File: src/hw/rtl/btff_pkg.sv
// shared types, constants and codes for the boundary-tag first-fit allocator
`timescale 1ns / 1ps
`default_nettype none
package btff_pkg;

    // default heap size in bytes
    localparam int HEAP_BYTES_DEF = 1024;

    // field widths
    localparam int ARITH_W  = 30;   // datapath width of the shared unit
    localparam int LEN_W    = 29;   // block length field of a tag
    localparam int SIZE_W   = 11;   // request_size
    localparam int OFFS_W   = 10;   // payload_offset and address

    // allocate pads the size by 7 to round up to 8, then adds 8 for the tags
    localparam logic [ARITH_W-1:0] NEED_PAD = ARITH_W'(15);

    // request codes
    localparam logic MODE_ALLOC = 1'b0;
    localparam logic MODE_FREE  = 1'b1;

    // result codes
    localparam logic STATUS_OK  = 1'b0;
    localparam logic STATUS_OOM = 1'b1;

    // one boundary tag
    typedef struct packed {
        logic             alloc;
        logic [LEN_W-1:0] len;
    } t_tag;

    // shared add / subtract unit
    typedef struct packed {
        logic               sub;
        logic [ARITH_W-1:0] a;
        logic [ARITH_W-1:0] b;
    } t_alu_req;

    typedef struct packed {
        logic [ARITH_W-1:0] res;
        logic               lt;     // a < b, valid on subtract
        logic               zero;
    } t_alu_rsp;

    // tag memory strobes
    typedef struct packed {
        logic rd;
        logic wr;
    } t_mem_en;

    // sequencer states
    typedef enum logic [4:0] {
        S_CLEAR,
        S_INIT_HDR,
        S_INIT_FTR,
        S_IDLE,
        S_A_PRE,
        S_A_EVAL,
        S_A_NEXT,
        S_A_XF1,
        S_A_XF2,
        S_A_XF3,
        S_S1,
        S_S2,
        S_S3,
        S_S4,
        S_S5,
        S_F_CHK,
        S_F_CLEN,
        S_F_PF,
        S_F_PH,
        S_F_FT1,
        S_F_FT2,
        S_F_CA,
        S_F_CA2,
        S_F_CB,
        S_F_CC,
        S_RESP
    } t_state;

endpackage
`default_nettype wire

File: src/hw/rtl/btff_alu.sv
// shared add / subtract / compare unit used by the sequencer
`timescale 1ns / 1ps
`default_nettype none
module btff_alu (
    input  wire btff_pkg::t_alu_req i_req,
    output btff_pkg::t_alu_rsp      o_rsp
);
    import btff_pkg::*;

    logic [ARITH_W:0] sum;

    // a + b, or a + ~b + 1 for subtract; carry out low means borrow
    assign sum = {1'b0, i_req.a}
               + {1'b0, (i_req.sub ? ~i_req.b : i_req.b)}
               + (ARITH_W+1)'(i_req.sub);

    assign o_rsp.res  = sum[ARITH_W-1:0];
    assign o_rsp.lt   = i_req.sub & ~sum[ARITH_W];
    assign o_rsp.zero = (sum[ARITH_W-1:0] == '0);

endmodule
`default_nettype wire

File: config.mk
export PLATFORM = sky130hd
export DESIGN_NAME = btff_alu
export DESIGN_NICKNAME = d
export VERILOG_FILES = /design/src/hw/rtl/btff_pkg.sv /design/src/hw/rtl/btff_alu.sv
export SDC_FILE = /design/constraint.sdc
export NUM_CORES = 1
export LEC_CHECK = 0
export BUFFER_PORTS_ARGS = -buffer_cell sky130_fd_sc_hd__buf_2
export CAP_MARGIN = 25
export CORE_MARGIN = 5
export CORE_UTILIZATION = 48
export DETAILED_ROUTE_END_ITERATION = 10
export GPL_ROUTABILITY_DRIVEN = 0
export PLACE_DENSITY = 0.81
export SLEW_MARGIN = 20
export SYNTH_ARGS = -nofsm -noshare
export SYNTH_HDL_FRONTEND = slang
export SYNTH_SLANG_ARGS = --single-unit
File: constraint.sdc
create_clock -name vclk -period 6.41
set_input_delay 0.641 -clock vclk [all_inputs]
set_output_delay 0.641 -clock vclk [all_outputs]
set_load 0.03 [all_outputs]
==> results.md <==
* Synth Area in Compound Gates at 0.3039
* CP Class: in2out
* Buffers on Ports at 93
* Switching Share at 0.6574
* Share of the synthesized area in the top cell type at 0.1826
* HP Class: in2out
* Gate power share at 1.000
* Least-Margin Pin Slew at 842.9 ps
* CP max FO at 31
* Seq pwr share at 0
* Required time worst endpoint at about 5800 ps
* VDD IR max at 108.0 uV
* Mux share of post-synthesis cell area at 0.02473
* CP max stage delay at 640 ps
* Slew margin rel. at 0.4381
* Initial antenna violation count at 0
* Synthesized net count at 391
* Sequential area share after synthesis at 0
* Chip height at 76.53 um
* Layout cells sized above 1 at 0.2691
* Hold_buf cts at 0
* Ports at 93
* Clock power frac at 0
* Highest achievable clock rate at 195.6 MHz
* Vias at 2500
* First-pass GRT wire length at 9.818 mm
* Critical Path AT at 4470 ps
* P_int at 182.9 uW
* Period minus WS final at 5113 ps
* Die area at 5857 um^2
* Unique cell type count in the Yosys netlist at 54
* Switching power at 350.9 uW
* Vias per cell at slightly below 6
* Status: finished, final reports clean
* Lkg Pwr at 0.001266 uW
* Post-CTS setup buffers at 0
* # diodes at 0
* Top layer in use: met4
* Remaining antenna violation count at 0
* Buf/Inv on CP at 3
* DPL Wire Length at 5.202 mm
* Largest cells by area after synthesis: ha_1, xor2_1, a21oi_1
* Cell area after synthesis at 2125 um^2
* # nets final at 474
* Register area at 0 um^2
* Final Non-Filler Cells at 431
* GR Overflow Total at 0
* Layout area overhead at 22.14%
* Routed wl met2 at 3.075 mm
* Adder-cell share of the synthesized area at 0.1920
* Mapped Avg Cell Area at 7.129 um^2
* Met3 wire length at 392 um
* First-pass detailed-route iteration total at 5
* Unrepaired setup endpoints after global routing: no
* Post-synth top area cell: ha_1
* DIE WIDTH at approximately 77 um
* Placement Cell Area at roughly 2600 um^2
* Pwr/cell area at 205.7 nW/um^2
* CP Capture Type: output pin
* Sequential cells at 0
* Crit-path leading delay family: compound AO/OA/AOI/OAI gates
* Post-route cell area at 2595 um^2
* Initial Util at 0.4913
* Critical path cell sequence: buf_2, xor2_1, inv_1, fa_1, nor2b_1, o21ai_0, a31oi_2, o21ai_0, o311ai_0, xor2_1, nor3_1, nand4_1, nor4_2, buf_2
* Core area at 4324 um^2
* Initial drt markers at 127
* Cells after DPL at approximately 430
* Number of fill cells at roughly 440
* Synth Area in Simple Gates at 0.2303
* CP max stage cell: buf_2
* DR WL/cell at 13.89 um
* Drt total wl at 5.987 mm
* # resized after CTS at 0
* Largest family of logic cells by synthesized area: compound AO/OA/AOI/OAI gates
* Final setup fails at 0
* Post-layout util at 0.6001
* Slew Viols, Final at 0
* Largest net degree at the start of global routing at 32
* Vias in the first global route at around 2300
* Synth Instances at 298
* Metal-1 WL at 2.512 mm
* Total GRT Usage at 0.1877
* Final period utilization at 0.7977
* Setup_tns at 0 ps
* Total of max-cap violations at 0
* Clock buf count at 0
* Hold Vio Cnt, Final at 0
* Post-Synth XOR/XNOR Area at 0.2102
* # rows at 24
* CP startpoint kind: primary input
* DRC violations left at 0
* Yosys Warn Count at 0
## tightest hold or removal path, cell delays in order
cell and delay, ps:
buf_2 120, xor2_1 80, buf_2 180
## path summary, 6_finish.rpt
check | from | end | slack, ps | depth (start not counted)
max | i_req[60] | o_rsp[0] | 1300 | 14
min | i_req[30] | o_rsp[2] | 1660 | 3
## through the flow
step / hold WS (ps) / setup WS (ps) / total power [uW]
2_1_floorplan: 1451 / 1310 / 395.7
3_3_place_gp: 1669 / 1423 / 524.2
3_5_place_dp: 1667 / 1281 / 530.0
4_1_cts: 1667 / 1257 / 532.5
5_1_grt: 1689 / 910.4 / 579.5
6_report: 1662 / 1297 / 533.8
## power groups by stage
stage	logic [uW]	clock network (uW)	registers [uW]
after floorplan	396	0	0
after global placement	524	0	0
after detailed placement	530	0	0
after CTS	533	0	0
after global routing	580	0	0
final	534	0	0
## cells in the mapped netlist, types with 3 or more instances
cell,count
a21oi_1,30
o21ai_0,16
nand2_1,27
nor3b_1,3
a21o_1,11
o2111ai_1,3
nand3_1,10
nor3_1,9
xnor2_1,12
nor2_1,21
xor2_1,39
mux2i_1,3
ha_1,31
inv_1,6
nor2b_1,6
clkbuf_1,7
nand4_1,5
buf_1,3
o21a_1,4
o31ai_1,3
a211oi_1,6
## placed cells by master (no fill, tap or decap), types with 3 or more instances in the layout
cell        n
a211oi_1    6
a21o_1     11
a21oi_1    30
buf_2      93
ha_1       31
inv_1       6
mux2i_1     3
nand2_1    27
nand3_1    10
nand4_1     5
nor2_1     21
nor2b_1     6
nor3_1      9
nor3b_1     3
o2111ai_1   3
o21a_1      4
o21ai_0    16
o31ai_1     3
xnor2_1    12
xor2_1     39
## cell type report
type,count,area [um^2],share of cell area
Multi-Input combinational cell,280,2042,0.7869
Inverter,6,22.52,0.008679
Timing Repair Buffer,93,465.4,0.1794
Tap cell,52,65.06,0.02507
## metal layers
layer	track usage	vias to the layer above
met5	0	-
met4	0.01573	0
met3	0.02482	2
met2	0.3630	88
met1	0.2242	1141
li1	-	1269
## kinds of logic (layout without fill, tap and decap cells)
| kind of cell | count (synthesis) | in the layout |
|---|---|---|
| XOR/XNOR | 51 | 51 |
| adder cells (fa/ha/maj) | 32 | 32 |
| AND/OR/NAND/NOR | 97 | 97 |
| buffers and inverters | 18 | 99 |
| AO/OA/AOI/OAI | 96 | 96 |
| multiplexers | 4 | 4 |
Power figures use the tool's default switching activity.
